==> config.mk <==
export PLATFORM = sky130hd
export DESIGN_NAME = modular_exponentiation
export DESIGN_NICKNAME = d
export VERILOG_FILES = /design/src/modexp_pkg.sv /design/src/modular_exponentiation.sv /design/src/modexp_mulmod.sv
export VERILOG_INCLUDE_DIRS = /design/src /design/src/src
export SDC_FILE = /design/constraint.sdc
export NUM_CORES = 1
export LEC_CHECK = 0
export ABC_AREA = 1
export BUFFER_PORTS_ARGS = -buffer_cell sky130_fd_sc_hd__clkbuf_2
export CAP_MARGIN = 20
export CORE_MARGIN = 5
export CORE_UTILIZATION = 64
export CTS_BUF_LIST = sky130_fd_sc_hd__clkbuf_4
export CTS_CLUSTER_DIAMETER = 50
export DETAILED_ROUTE_END_ITERATION = 8
export GPL_TIMING_DRIVEN = 0
export PLACE_DENSITY = 0.85
export SYNTH_ARGS = -nofsm -noshare
export SYNTH_HDL_FRONTEND = slang
export SYNTH_SLANG_ARGS = --single-unit
export TNS_END_PERCENT = 5
==> constraint.sdc <==
create_clock -name i_clk -period 5.48 [get_ports i_clk]
set_input_delay 0.274 -clock i_clk [delete_from_list [all_inputs] [get_ports i_clk]]
set_output_delay 0.274 -clock i_clk [all_outputs]
set_load 0.05 [all_outputs]
==> src/modular_exponentiation_defines.svh <==
// assertion macros shared by the modular exponentiation rtl
`ifndef MODULAR_EXPONENTIATION_DEFINES_SVH
`define MODULAR_EXPONENTIATION_DEFINES_SVH

// condition holds in the same cycle
`define ME_ASSERT_NOW(lbl, ante, cons, msg) \
    lbl: assert property (@(posedge i_clk) disable iff (!i_rst_n) (ante) |-> (cons)) \
        else $error(msg);

// condition holds in the next cycle
`define ME_ASSERT_NEXT(lbl, ante, cons, msg) \
    lbl: assert property (@(posedge i_clk) disable iff (!i_rst_n) (ante) |=> (cons)) \
        else $error(msg);

`endif

==> src/modexp_pkg.sv <==
// types and constants for the modular exponentiation block
`timescale 1ns / 1ps
`default_nettype none
package modexp_pkg;

    localparam int CFG_IDX_W = 2;
    localparam logic [CFG_IDX_W-1:0] CFG_EXPONENT = 2'd0;
    localparam logic [CFG_IDX_W-1:0] CFG_MODULUS  = 2'd1;

    localparam int EXPONENT_RESET = 7;
    localparam int MODULUS_RESET  = 3127;

    typedef enum logic [2:0] {
        ST_IDLE,
        ST_REDUCE,
        ST_NEXT,
        ST_MUL,
        ST_SQR,
        ST_DONE
    } t_state;

    typedef struct packed {
        logic busy;
        logic done;
    } t_mm_status;

endpackage
`default_nettype wire

==> src/modular_exponentiation.sv <==
// Modular exponentiation top level: right-to-left square-and-multiply sequencer.
// Sequence: reduce the base in the multiplier, then for each exponent bit up to the highest
// set one multiply the accumulator where the bit is set and square below the highest set bit,
// then register the result.
// A new base is taken only in the idle state, after the previous result is registered.
// Reset: synchronous active low; clears control, exponent to 7, modulus to 3127.
`timescale 1ns / 1ps
`default_nettype none
`include "modular_exponentiation_defines.svh"
module modular_exponentiation
    import modexp_pkg::*;
#(
    parameter int VALUE_BITS = 31
) (
    input  wire logic                             i_clk,
    input  wire logic                             i_rst_n,
    input  wire logic                             i_cfg_valid,
    output logic                                  o_cfg_ready,
    input  wire logic [CFG_IDX_W-1:0]             i_cfg_index,
    input  wire logic [VALUE_BITS-1:0]            i_cfg_data,
    input  wire logic                             s_axis_tvalid,
    output logic                                  s_axis_tready,
    // base_value
    input  wire logic [((VALUE_BITS+7)/8)*8-1:0]  s_axis_tdata,
    output logic                                  m_axis_tvalid,
    input  wire logic                             m_axis_tready,
    // power_result
    output logic      [((VALUE_BITS+7)/8)*8-1:0]  m_axis_tdata
);

    localparam int TDATA_W = ((VALUE_BITS + 7) / 8) * 8;
    localparam logic [VALUE_BITS-1:0] ONE = VALUE_BITS'(1);

    t_state                r_state, n_state;
    logic [VALUE_BITS-1:0] r_exponent;
    logic [VALUE_BITS-1:0] r_modulus;
    logic [VALUE_BITS-1:0] r_exp, n_exp;
    logic [VALUE_BITS-1:0] r_acc, n_acc;
    logic [VALUE_BITS-1:0] r_sq, n_sq;
    logic [VALUE_BITS-1:0] r_out, n_out;
    logic                  r_out_valid, n_out_valid;

    logic                  w_start;
    logic [VALUE_BITS-1:0] w_a;
    logic [VALUE_BITS-1:0] w_b;
    logic [VALUE_BITS-1:0] w_res;
    t_mm_status            w_mm_stat;

    modexp_mulmod #(
        .VALUE_BITS(VALUE_BITS)
    ) u_mulmod (
        .i_clk    (i_clk),
        .i_rst_n  (i_rst_n),
        .i_start  (w_start),
        .i_a      (w_a),
        .i_b      (w_b),
        .i_mod    (r_modulus),
        .o_stat   (w_mm_stat),
        .o_result (w_res)
    );

    // configuration registers
    always_ff @(posedge i_clk) begin
        if (!i_rst_n) begin
            r_exponent <= VALUE_BITS'(EXPONENT_RESET);
            r_modulus  <= VALUE_BITS'(MODULUS_RESET);
        end else if (i_cfg_valid) begin
            case (i_cfg_index)
                CFG_EXPONENT: r_exponent <= i_cfg_data;
                CFG_MODULUS:  r_modulus  <= i_cfg_data;
                default: ;
            endcase
        end
    end

    always_ff @(posedge i_clk) begin
        if (!i_rst_n) begin
            r_state     <= ST_IDLE;
            r_out_valid <= 1'b0;
        end else begin
            r_state     <= n_state;
            r_out_valid <= n_out_valid;
        end
    end

    always_ff @(posedge i_clk) begin
        r_exp <= n_exp;
        r_acc <= n_acc;
        r_sq  <= n_sq;
        r_out <= n_out;
    end

    always_comb begin
        n_state     = r_state;
        n_exp       = r_exp;
        n_acc       = r_acc;
        n_sq        = r_sq;
        n_out       = r_out;
        n_out_valid = r_out_valid;
        w_start     = 1'b0;
        w_a         = r_sq;
        w_b         = r_sq;
        if (r_out_valid && m_axis_tready) begin
            n_out_valid = 1'b0;
        end
        case (r_state)
            ST_IDLE: begin
                if (s_axis_tvalid) begin
                    n_exp = r_exponent;
                    if (r_modulus == '0) begin
                        n_acc   = '0;
                        n_state = ST_DONE;
                    end else begin
                        // reduce the base as 1 * base mod m
                        n_acc   = (r_modulus == ONE) ? '0 : ONE;
                        w_start = 1'b1;
                        w_a     = ONE;
                        w_b     = s_axis_tdata[VALUE_BITS-1:0];
                        n_state = ST_REDUCE;
                    end
                end
            end
            ST_REDUCE: begin
                if (w_mm_stat.done) begin
                    n_sq    = w_res;
                    n_state = ST_NEXT;
                end
            end
            ST_NEXT: begin
                if (r_exp == '0) begin
                    n_state = ST_DONE;
                end else if (r_exp[0]) begin
                    w_start = 1'b1;
                    w_a     = r_acc;
                    n_state = ST_MUL;
                end else begin
                    w_start = 1'b1;
                    n_state = ST_SQR;
                end
            end
            ST_MUL: begin
                if (w_mm_stat.done) begin
                    n_acc = w_res;
                    if (r_exp[VALUE_BITS-1:1] == '0) begin
                        n_state = ST_DONE;
                    end else begin
                        w_start = 1'b1;
                        n_state = ST_SQR;
                    end
                end
            end
            ST_SQR: begin
                if (w_mm_stat.done) begin
                    n_sq    = w_res;
                    n_exp   = r_exp >> 1;
                    n_state = ST_NEXT;
                end
            end
            ST_DONE: begin
                if (!r_out_valid || m_axis_tready) begin
                    n_out_valid = 1'b1;
                    n_out       = r_acc;
                    n_state     = ST_IDLE;
                end
            end
            default: begin
                n_state = ST_IDLE;
            end
        endcase
    end

    assign o_cfg_ready   = 1'b1;
    assign s_axis_tready = (r_state == ST_IDLE);
    assign m_axis_tvalid = r_out_valid;
    assign m_axis_tdata  = TDATA_W'(r_out);

    `ME_ASSERT_NOW(a_idle_unit_free, r_state == ST_IDLE, !w_mm_stat.busy,
        "multiplier busy while idle")
    `ME_ASSERT_NOW(a_start_when_free, w_start, !w_mm_stat.busy,
        "multiplier started while busy")
    `ME_ASSERT_NEXT(a_start_runs, w_start, w_mm_stat.busy && (r_state == ST_REDUCE ||
        r_state == ST_MUL || r_state == ST_SQR), "multiply start not followed by work")

endmodule
`default_nettype wire

==> src/modexp_mulmod.sv <==
// bit-serial shift-and-add modular multiplier, one multiplier bit per cycle
`timescale 1ns / 1ps
`default_nettype none
`include "modular_exponentiation_defines.svh"
module modexp_mulmod
    import modexp_pkg::*;
#(
    parameter int VALUE_BITS = 31
) (
    input  wire logic                  i_clk,
    input  wire logic                  i_rst_n,
    input  wire logic                  i_start,
    input  wire logic [VALUE_BITS-1:0] i_a,
    input  wire logic [VALUE_BITS-1:0] i_b,
    input  wire logic [VALUE_BITS-1:0] i_mod,
    output t_mm_status                 o_stat,
    output logic      [VALUE_BITS-1:0] o_result
);

    localparam int CNT_W = $clog2(VALUE_BITS);
    localparam logic [CNT_W-1:0] LAST = CNT_W'(VALUE_BITS - 1);

    logic                  r_busy;
    logic                  r_done;
    logic [CNT_W-1:0]      r_cnt;
    logic [VALUE_BITS-1:0] r_r;
    logic [VALUE_BITS-1:0] r_a;
    logic [VALUE_BITS-1:0] r_b;

    logic [VALUE_BITS+1:0] w_sum;
    logic [VALUE_BITS+1:0] w_m1;
    logic [VALUE_BITS+1:0] w_m2;
    logic [VALUE_BITS+1:0] n_r;

    // 2r + a*bit is below 3m, so one of three candidates is the residue
    always_comb begin
        w_m1  = {2'b00, i_mod};
        w_m2  = {1'b0, i_mod, 1'b0};
        w_sum = {1'b0, r_r, 1'b0} + (r_b[VALUE_BITS-1] ? {2'b00, r_a} : '0);
        if (w_sum >= w_m2) begin
            n_r = w_sum - w_m2;
        end else if (w_sum >= w_m1) begin
            n_r = w_sum - w_m1;
        end else begin
            n_r = w_sum;
        end
    end

    always_ff @(posedge i_clk) begin
        if (!i_rst_n) begin
            r_busy <= 1'b0;
            r_done <= 1'b0;
            r_cnt  <= '0;
        end else begin
            r_done <= 1'b0;
            if (i_start) begin
                r_busy <= 1'b1;
                r_cnt  <= '0;
            end else if (r_busy) begin
                r_cnt <= r_cnt + 1'b1;
                if (r_cnt == LAST) begin
                    r_busy <= 1'b0;
                    r_done <= 1'b1;
                end
            end
        end
    end

    always_ff @(posedge i_clk) begin
        if (i_start) begin
            r_r <= '0;
            r_a <= i_a;
            r_b <= i_b;
        end else if (r_busy) begin
            r_r <= n_r[VALUE_BITS-1:0];
            r_b <= {r_b[VALUE_BITS-2:0], 1'b0};
        end
    end

    assign o_stat.busy = r_busy;
    assign o_stat.done = r_done;
    assign o_result    = r_r;

    `ME_ASSERT_NOW(a_result_reduced, r_done, r_r < i_mod, "product not reduced")
    `ME_ASSERT_NEXT(a_last_step_done, r_busy && !i_start && r_cnt == LAST, r_done,
        "last step without done")
    `ME_ASSERT_NEXT(a_done_single, r_done, !r_done, "done held longer than one cycle")

endmodule
`default_nettype wire
# After elaboration in Yosys (flattened, before gate mapping)
# Index checks and enable logic that the tools add are counted.
# word_totals
register_bits	290
wordCells	99
inputBits	70
output_inout_bits	35
# classes
n_addsub	4
bitwise	2
mux	43
reduce_logical	21
n_eq_ne	13
magnitude_cmp	2
# ops
operator	n
31-bit 2-to-1 mux	16
31-bit case mux with 2 select lines	3
31-bit zero test	2
31-bit subtractor	2
32-bit by 31-bit adder with 33-bit output	1
33-bit by 31-bit greater-or-equal comparator with 1-bit output	1
33-bit by 32-bit greater-or-equal comparator with 1-bit output	1
31-bit by 1-bit == test with 1-bit output (second input constant)	1
30-bit zero test	1
3-bit 2-to-1 mux	7
1-bit 2-to-1 mux	15
3-bit case mux with 5 select lines	1
2-bit AND reduction	4
3-bit by 2-bit == test with 1-bit output (second input constant)	2
3-bit == test (second input constant)	2
2-bit by 1-bit inequality test with 1-bit output (second input constant)	3
3-bit AND reduction	2
2-bit nonzero test	3
5-bit by 1-bit adder with 5-bit output (second input constant)	1
5-bit == test (second input constant)	1
2-bit inequality test (second input constant)	2
4-bit AND reduction	1
2-bit OR reduction	2
3-bit by 1-bit == test with 1-bit output (second input constant)	1
other kinds (9)	10

# Longest topological paths before layout
# Gate-level depths: netlist (run 1).
# depth
word_depth	5
ltp_mapped	33
mapped_depth_nobuf	32

# Modules after synthesis
# Synthesis (run 1) repeated with hierarchy kept, for this count alone.
# hier_totals
hier_cells	2484
area_unflattened_um2	18425.2
# modules_own_cells
module	area_each_um2	cells_each	seq_area_each_um2	n_inst
modexp_mulmod	10400.0	1603	2622.5	1
modular_exponentiation	8025.2	881	5044.8	1

# Least setup slack after synthesis (run 1)
# OpenSTA, ideal clock, no wires.
# synth_timing
kind	reg-to-reg
start	register r_out_valid (netlist: m_axis_tvalid)
end	register r_out[0], enable pin
t_arrival_ns	3.592
path_stages_with_launch	4
path_slack_ns	1.391
synth_period_minus_slack_ns	4.089
setup_ns	0.497
path_buffers	0
required_time_ns	4.983
cell_sequence	dfxtp_1 > inv_1 > nor2_1 > nor4_1
# synth_via
elab_chain_cells	3
# synth_lines
item	line	rtl
start, declared	modular_exponentiation.sv:41	logic r_out_valid, n_out_valid;
start signal, assigned	modular_exponentiation.sv:82	r_out_valid <= n_out_valid;
1-bit zero test	modular_exponentiation.sv:160	if (!r_out_valid || m_axis_tready) begin
1-bit logical OR	modular_exponentiation.sv:160	
2-bit AND reduction (no line)	n/a	
end signal, assigned	modular_exponentiation.sv:90	r_out <= n_out;
end, declared	modular_exponentiation.sv:40	logic [VALUE_BITS-1:0] r_out, n_out;
# No other way between the ends.
# A chain may end at the register's enable or synchronous reset.

# Worst setup path after layout (run 1)
# layout_timing
start	register u_mulmod.r_b[30]
end	register u_mulmod.r_r[19] (netlist: u_mulmod.o_result[19])
# layout_via
elab_chain_cells	5
elab_cells_between_ends	8
cone_classes	add/sub: 3; order compare: 2; mux: 3
# layout_lines
item	line	rtl
start, declared	modexp_mulmod.sv:28	logic [VALUE_BITS-1:0] r_b;
start signal, assigned	modexp_mulmod.sv:73	r_b <= i_b;
start signal, assigned	modexp_mulmod.sv:76	r_b <= {r_b[VALUE_BITS-2:0], 1'b0};
31-bit 2-to-1 mux *	modexp_mulmod.sv:39	w_sum = {1'b0, r_r, 1'b0} + (r_b[VALUE_BITS-1] ? {2'b00, r_a} : '0);
32-bit by 31-bit adder with 33-bit output *	modexp_mulmod.sv:39	
31-bit subtractor / 33-bit by 31-bit greater-or-equal comparator with 1-bit output (equally long branches)	modexp_mulmod.sv:43, modexp_mulmod.sv:42	
31-bit 2-to-1 mux	modexp_mulmod.sv:42	end else if (w_sum >= w_m1) begin
31-bit 2-to-1 mux *	modexp_mulmod.sv:40	if (w_sum >= w_m2) begin
end signal, assigned	modexp_mulmod.sv:75	r_r <= n_r[VALUE_BITS-1:0];
end, declared	modexp_mulmod.sv:26	logic [VALUE_BITS-1:0] r_r;
# Mark *: on every way between the ends. The rest lies on a longest branch, timed or not.

==> flow_metrics.env, run 1 <==
export IMPL_grt_start_max_net_pins=41
export IMPL_viasPerCell=5.89
export IMPL_synth_xor_area_frac=0.0354
export IMPL_period_needed_ns=5.18
export IMPL_cts_root_buf="clkbuf_4"
export IMPL_die_area_mm2=0.0312
export IMPL_routed_wl_mm=58.9
export IMPL_route_detailed_drc=0
export IMPL_track_usage=0.374
export IMPL_fin_crit_sh=0.946
export IMPL_setup_slack_ns=0.295
export IMPL_fp_dieW_um=177
export IMPL_syn_nets=2482
export IMPL_synth_top_area_share=0.314
export IMPL_cp_end_kind="flip-flop"
export IMPL_portBuffers=100
export IMPL_grt_use_met3=0.0613
export IMPL_max_cap_violations=0
export IMPL_coreArea_mm2=0.0276
export IMPL_cts_tree="done"
export IMPL_syn_area_mm2=0.0178
export IMPL_grt_overflow_total=0
export IMPL_grt_pass1_vias=17400
export IMPL_num_rows=61
export IMPL_path_clk_slew_ns=0.07
export IMPL_place_ws_ns=0.267
export IMPL_busiest_layer="met2"
export IMPL_ys_seq_area_frac=0.431
export IMPL_synth_edff_count=186
export IMPL_synthFlopType="edfxtp_1"
export IMPL_numCtsBuffers=74
export IMPL_relSlewSlack=0.337
export IMPL_ios=105
export IMPL_crit_type="reg2reg"
export IMPL_insertion_delay_ns=0.75
export IMPL_most_common_layout_cells="nand2_1 (567), inv_1 (273), nor2_1 (239)"
export IMPL_ant_nets=0
export IMPL_fillers=2103
export IMPL_outcome="completed"
export IMPL_syn_inst=2315
export IMPL_clock_sinks=290
export IMPL_dp_hpwl_mm=44.0
export IMPL_clockBufferDepth=3
export IMPL_synth_compound_area_share=0.138
export IMPL_required_ns=6.05
export IMPL_min_path_type="in2reg"
export IMPL_antenna_found_initial=1
export IMPL_drtPass1Iterations=7
export IMPL_worst_pin_slew_ns=0.994
export IMPL_htreeDepth=3
export IMPL_synth_top_cells_by_area="edfxtp_1 (31%), nand2_1 (12%), dfxtp_1 (12%), ha_1 (6.6%), inv_1 (5.8%)"
export IMPL_clock_fmax_ghz=0.193
export IMPL_drt_iter0_drc=2065
export IMPL_ys_seq_elements=290
export IMPL_hold_viol=0
export IMPL_crit_family="simple AND/OR/NAND/NOR gates"
export IMPL_critPathSlowestCell="edfxtp_1"
export IMPL_crit_path_max_incr_delay_ns=0.55
export IMPL_ys_types=49
export IMPL_synth_top_family_by_area="simple AND/OR/NAND/NOR gates"
export IMPL_vias=17600
export IMPL_grt_pass1_wl_mm=91.7
export IMPL_async_flop_share=0
export IMPL_yosysTopAreaCell="edfxtp_1"
export IMPL_grtUsageMet1=0.462
export IMPL_routabilityCongestion=1.06
export IMPL_cp_max_fo=10
export IMPL_synth_adder_area_share=0.0695
export IMPL_start_kind="flip-flop"
export IMPL_cp_num_buf_inv=5
export IMPL_die_y_um=177
export IMPL_arrival_ns=5.75
export IMPL_cp_common_cell="nand2_1"
export IMPL_setup_violations=0
export IMPL_report_final_slew_viol_count=0
export IMPL_synth_simple_area_share=0.245
export IMPL_yosys_warnings=0
export IMPL_start_util=0.644
export IMPL_layout_commonest_cell="nand2_1"
export IMPL_finClkSkew_ns=0.0945
export IMPL_synth_mux_area_frac=0.000633
export IMPL_area_growth_syn_to_layout_pct=14.8
export IMPL_nets=2719
export IMPL_rsz0062_at_grt="no"
export IMPL_syn_avg_cell_area_um2=7.69
export IMPL_wl_per_cell_um=19.7
export IMPL_drive_above_1_share=0.113
export IMPL_grtUsageMet2=0.641
## metrics by stage
stage | util | hold slack (ns) | area, µm² | instances | setup TNS (ns)
after floorplan | - | 0.400 | 17800 | 2315 | 0
after global placement | 0.679 | 0.435 | 18800 | 2793 | -1.86
after detailed placement | 0.684 | 0.437 | 18900 | 2801 | 0
after CTS | 0.738 | 0.000120 | 20400 | 2983 | 0
after global routing | 0.739 | 0.00956 | 20400 | 2987 | 0
final | 0.740 | 0.0127 | 20400 | 2988 | 0
## Yosys cell counts (2+ instances only)
cell type,instances
a21boi_0,5
a21o_1,8
a21oi_1,187
a21oi_2,3
a31o_2,2
a31oi_1,23
and3_1,3
buf_1,2
buf_2,12
buf_4,5
buf_6,6
clkbuf_1,53
conb_1,2
dfxtp_1,104
edfxtp_1,186
fa_1,3
ha_1,94
inv_1,273
inv_2,4
nand2_1,567
nand2_2,8
nand3_1,137
nand3_2,4
nand3_4,2
nand3b_1,15
nand4_1,28
nor2_1,240
nor2_4,2
nor3_1,22
nor4_1,8
o211ai_1,11
o21a_1,5
o21ai_0,185
o21ai_1,4
o21ai_2,2
o21bai_1,16
o22ai_1,2
xnor2_1,19
xor2_1,53
## flip-flops by register name, indices dropped and copies added, names as in the netlist
signal and count:
m_axis_tvalid 1, r_acc 31, r_exp 31, r_exponent 31
r_modulus 31, r_out 31, r_sq 31, r_state 3
u_mulmod.o_result 31, u_mulmod.r_a 31, u_mulmod.r_b 31, u_mulmod.r_busy 1
u_mulmod.r_cnt 5, u_mulmod.r_done 1
## worst reg2reg max path: cells and delay by family (launching register included)
kind                     cells  cell delay [ns]
AO/OA/AOI/OAI                3             0.52
buffers and inverters        5             0.68
flip-flops                   1             0.55
adder cells (fa/ha/maj)      2             0.77
AND/OR/NAND/NOR             18             2.55
## layout make-up
type | count | area, µm² | share of cell area
antenna | 2 | 5.00 | 0.000245
buffer | 79 | 380 | 0.0186
clock buffer | 115 | 863 | 0.0423
clock inverter | 17 | 119 | 0.00582
inverter | 278 | 1040 | 0.0511
multi-input combinational | 1668 | 8750 | 0.428
sequential | 290 | 7670 | 0.375
tap | 378 | 473 | 0.0231
timing repair buffer | 161 | 1130 | 0.0555
## cells by family after synthesis
kind of cell / after synthesis
AO/OA/AOI/OAI: 456
adder cells (fa/ha/maj): 97
flip-flops: 290
buffers and inverters: 357
XOR/XNOR: 72
AND/OR/NAND/NOR: 1040
multiplexers: 1
other: 2
## metal layers
metal	share of wire	up-vias
li1	-	8229
met1	0.37	8089
met2	0.48	1065
met3	0.092	227
met4	0.052	0
met5	0	-
## repair_timing
action | 4_1_cts | 5_1_grt
gates resized for setup | 0 | 8
setup buffers | 0 | 0
hold buffers | 50 | 3
endpoints found under the hold margin | 80 | 3
endpoints found under the setup margin | 0 | 6
## final timing paths
path | startpoint | to | slack [ns] | depth (start not counted)
worst max-delay path | u_mulmod.r_b[30] | u_mulmod.o_result[19] | 0.30 | 28
worst min register to register | r_acc[19] | r_out[19] | 0.42 | 0
worst min-delay path | s_axis_tdata[24] | u_mulmod.r_b[24] | 0.01 | 3
worst max register to register | u_mulmod.r_b[30] | u_mulmod.o_result[19] | 0.30 | 28
Power of run 1 is not shown: default switching activity piles up to over one toggle a cycle in this logic, so the estimate is an artifact.
==> run 2, diff against run 1 <==
PLACE_DENSITY = 0.83   (was 0.85)
==> flow_metrics.env, run 2 (synthesis results as in run 1) <==
export IMPL_most_common_layout_cells="nand2_1 (567), inv_1 (273), nor2_1 (240)"
export IMPL_worst_pin_slew_ns=0.988
export IMPL_grt_pass1_wl_mm=90.3
export IMPL_cp_end_kind="flip-flop"
export IMPL_wl_per_cell_um=19.6
export IMPL_period_needed_ns=5.23
export IMPL_outcome="completed"
export IMPL_crit_family="simple AND/OR/NAND/NOR gates"
export IMPL_fin_setup_tns_ns=0
export IMPL_grt_start_max_net_pins=41
export IMPL_layout_commonest_cell="nand2_1"
export IMPL_r2r_end="u_mulmod.o_result[28]"
export IMPL_min_path_type="in2reg"
export IMPL_cp_num_buf_inv=5
export IMPL_wl_met3_mm=5.68
export IMPL_cp_depth=28
export IMPL_route_detailed_drc=0
export IMPL_startpoint="u_mulmod.r_b[30]"
export IMPL_top_layer="met4"
export IMPL_routed_wl_mm=58.5
export IMPL_worstHoldStart="s_axis_tdata[26]"
export IMPL_vias=17600
export IMPL_finClkSkew_ns=0.0841
export IMPL_htreeDepth=3
export IMPL_die_area_mm2=0.0312
export IMPL_grt_overflow_total=0
export IMPL_crit_type="reg2reg"
export IMPL_cp_max_fo=10
export IMPL_arrival_ns=5.80
export IMPL_critPathSlowestCell="edfxtp_1"
export IMPL_placed_cells=2802
export IMPL_rsz0062_at_grt="no"
export IMPL_coreArea_mm2=0.0276
export IMPL_routabilityCongestion=1.05
export IMPL_clock_sinks=290
export IMPL_track_usage=0.368
export IMPL_ant_nets=0
export IMPL_hold_viol=0
export IMPL_multi_input_area_mm2=0.00875
export IMPL_report_final_slew_viol_count=0
export IMPL_start_util=0.644
export IMPL_rr_worst_depth=28
export IMPL_drtPass1Iterations=8
export IMPL_fin_crit_sh=0.954
export IMPL_cp_common_cell="nand2_1"
export IMPL_regArea_mm2=0.00767
export IMPL_wl_met2_mm=27.2
export IMPL_insertion_delay_ns=0.72
export IMPL_clock_fmax_ghz=0.191
export IMPL_drive_above_1_share=0.112
export IMPL_num_rows=61
export IMPL_cts_tree="done"
export IMPL_portBuffers=100
export IMPL_wl_met1_mm=21.8
export IMPL_start_kind="flip-flop"
export IMPL_max_cap_violations=0
export IMPL_nets=2720
export IMPL_path_clk_slew_ns=0.07
export IMPL_required_ns=6.05
export IMPL_antenna_found_initial=2
export IMPL_final_cells=2992
export IMPL_setup_violations=0
export IMPL_reg2reg_slack_ns=0.25
export IMPL_fillers=2060
export IMPL_relSlewSlack=0.339
export IMPL_numCtsBuffers=74
export IMPL_drt_iter0_drc=2192
export IMPL_crit_path_max_incr_delay_ns=0.55
export IMPL_die_y_um=177
export IMPL_crit_path_end="u_mulmod.o_result[28]"
export IMPL_area_growth_syn_to_layout_pct=14.9
export IMPL_viasPerCell=5.89
export IMPL_dp_hpwl_mm=43.5
export IMPL_ios=105
export IMPL_cts_root_buf="clkbuf_4"
export IMPL_grt_pass1_vias=17200
export IMPL_clockBufferDepth=3
export IMPL_regToRegStartpoint="u_mulmod.r_b[30]"
export IMPL_fp_dieW_um=177
[run 2: changes by cell type in the layout (fill, tap and decap cells not counted), sizes merged]
cell and change:
clkinv +6, inv +1, buf +1, clkbuf -4
[run 2: worst min-delay path by stage]
| stage | to | slack [ns] | cells after the start |
|---|---|---|---|
| finish | u_mulmod.r_b[26] | 0.04 | 3 |
| detailed placement | r_out[21] | 0.44 | 0 |
| global route | u_mulmod.r_b[29] | 0.003 | 3 |
| floorplan | r_exponent[0] | 0.40 | 2 |
| global placement | r_out[23] | 0.43 | 0 |
| CTS | u_mulmod.r_b[26] | 0.01 | 3 |
[run 2: layout make-up]
type                    instances  share of cell area
multi-input cells            1668               0.428
flip-flops and latches        290               0.375
repair buffers                162              0.0563
inverters                     278              0.0510
clock buffers                 111              0.0408
well taps                     378              0.0231
plain buffers                  79              0.0186
clock inverters                24             0.00722
diodes                          2            0.000245
[run 2: metrics by stage]
step | worst slack (ns) | hold WS [ns] | area (µm²) | utilization
after floorplan | 1.39 | 0.400 | 17800 | -
after global placement | -0.0858 | 0.435 | 18800 | 0.679
after detailed placement | 0.370 | 0.438 | 18900 | 0.685
after CTS | 0.319 | 0.00967 | 20400 | 0.740
after global routing | 0.0257 | 0.00324 | 20400 | 0.740
final | 0.253 | 0.0350 | 20400 | 0.740
[run 2: worst min-delay path: stages]
cell,delay [ns]
clkbuf_2,0.08
o21ai_0,0.10
o21ai_0,0.16
[run 2: timing repair]
item,in CTS,in global routing
resized for setup,0,7
hold endpoints to repair,84,0
setup endpoints to repair,0,19
hold buffers,53,0
buffers inserted,0,0
[run 2: routing by layer]
metal / track usage / up-vias
li1: - / 8234
met1: 0.453 / 7959
met2: 0.618 / 1172
met3: 0.0596 / 260
met4: 0.208 / 0
met5: 0 / -
Power of run 2 is left out for the same reason.
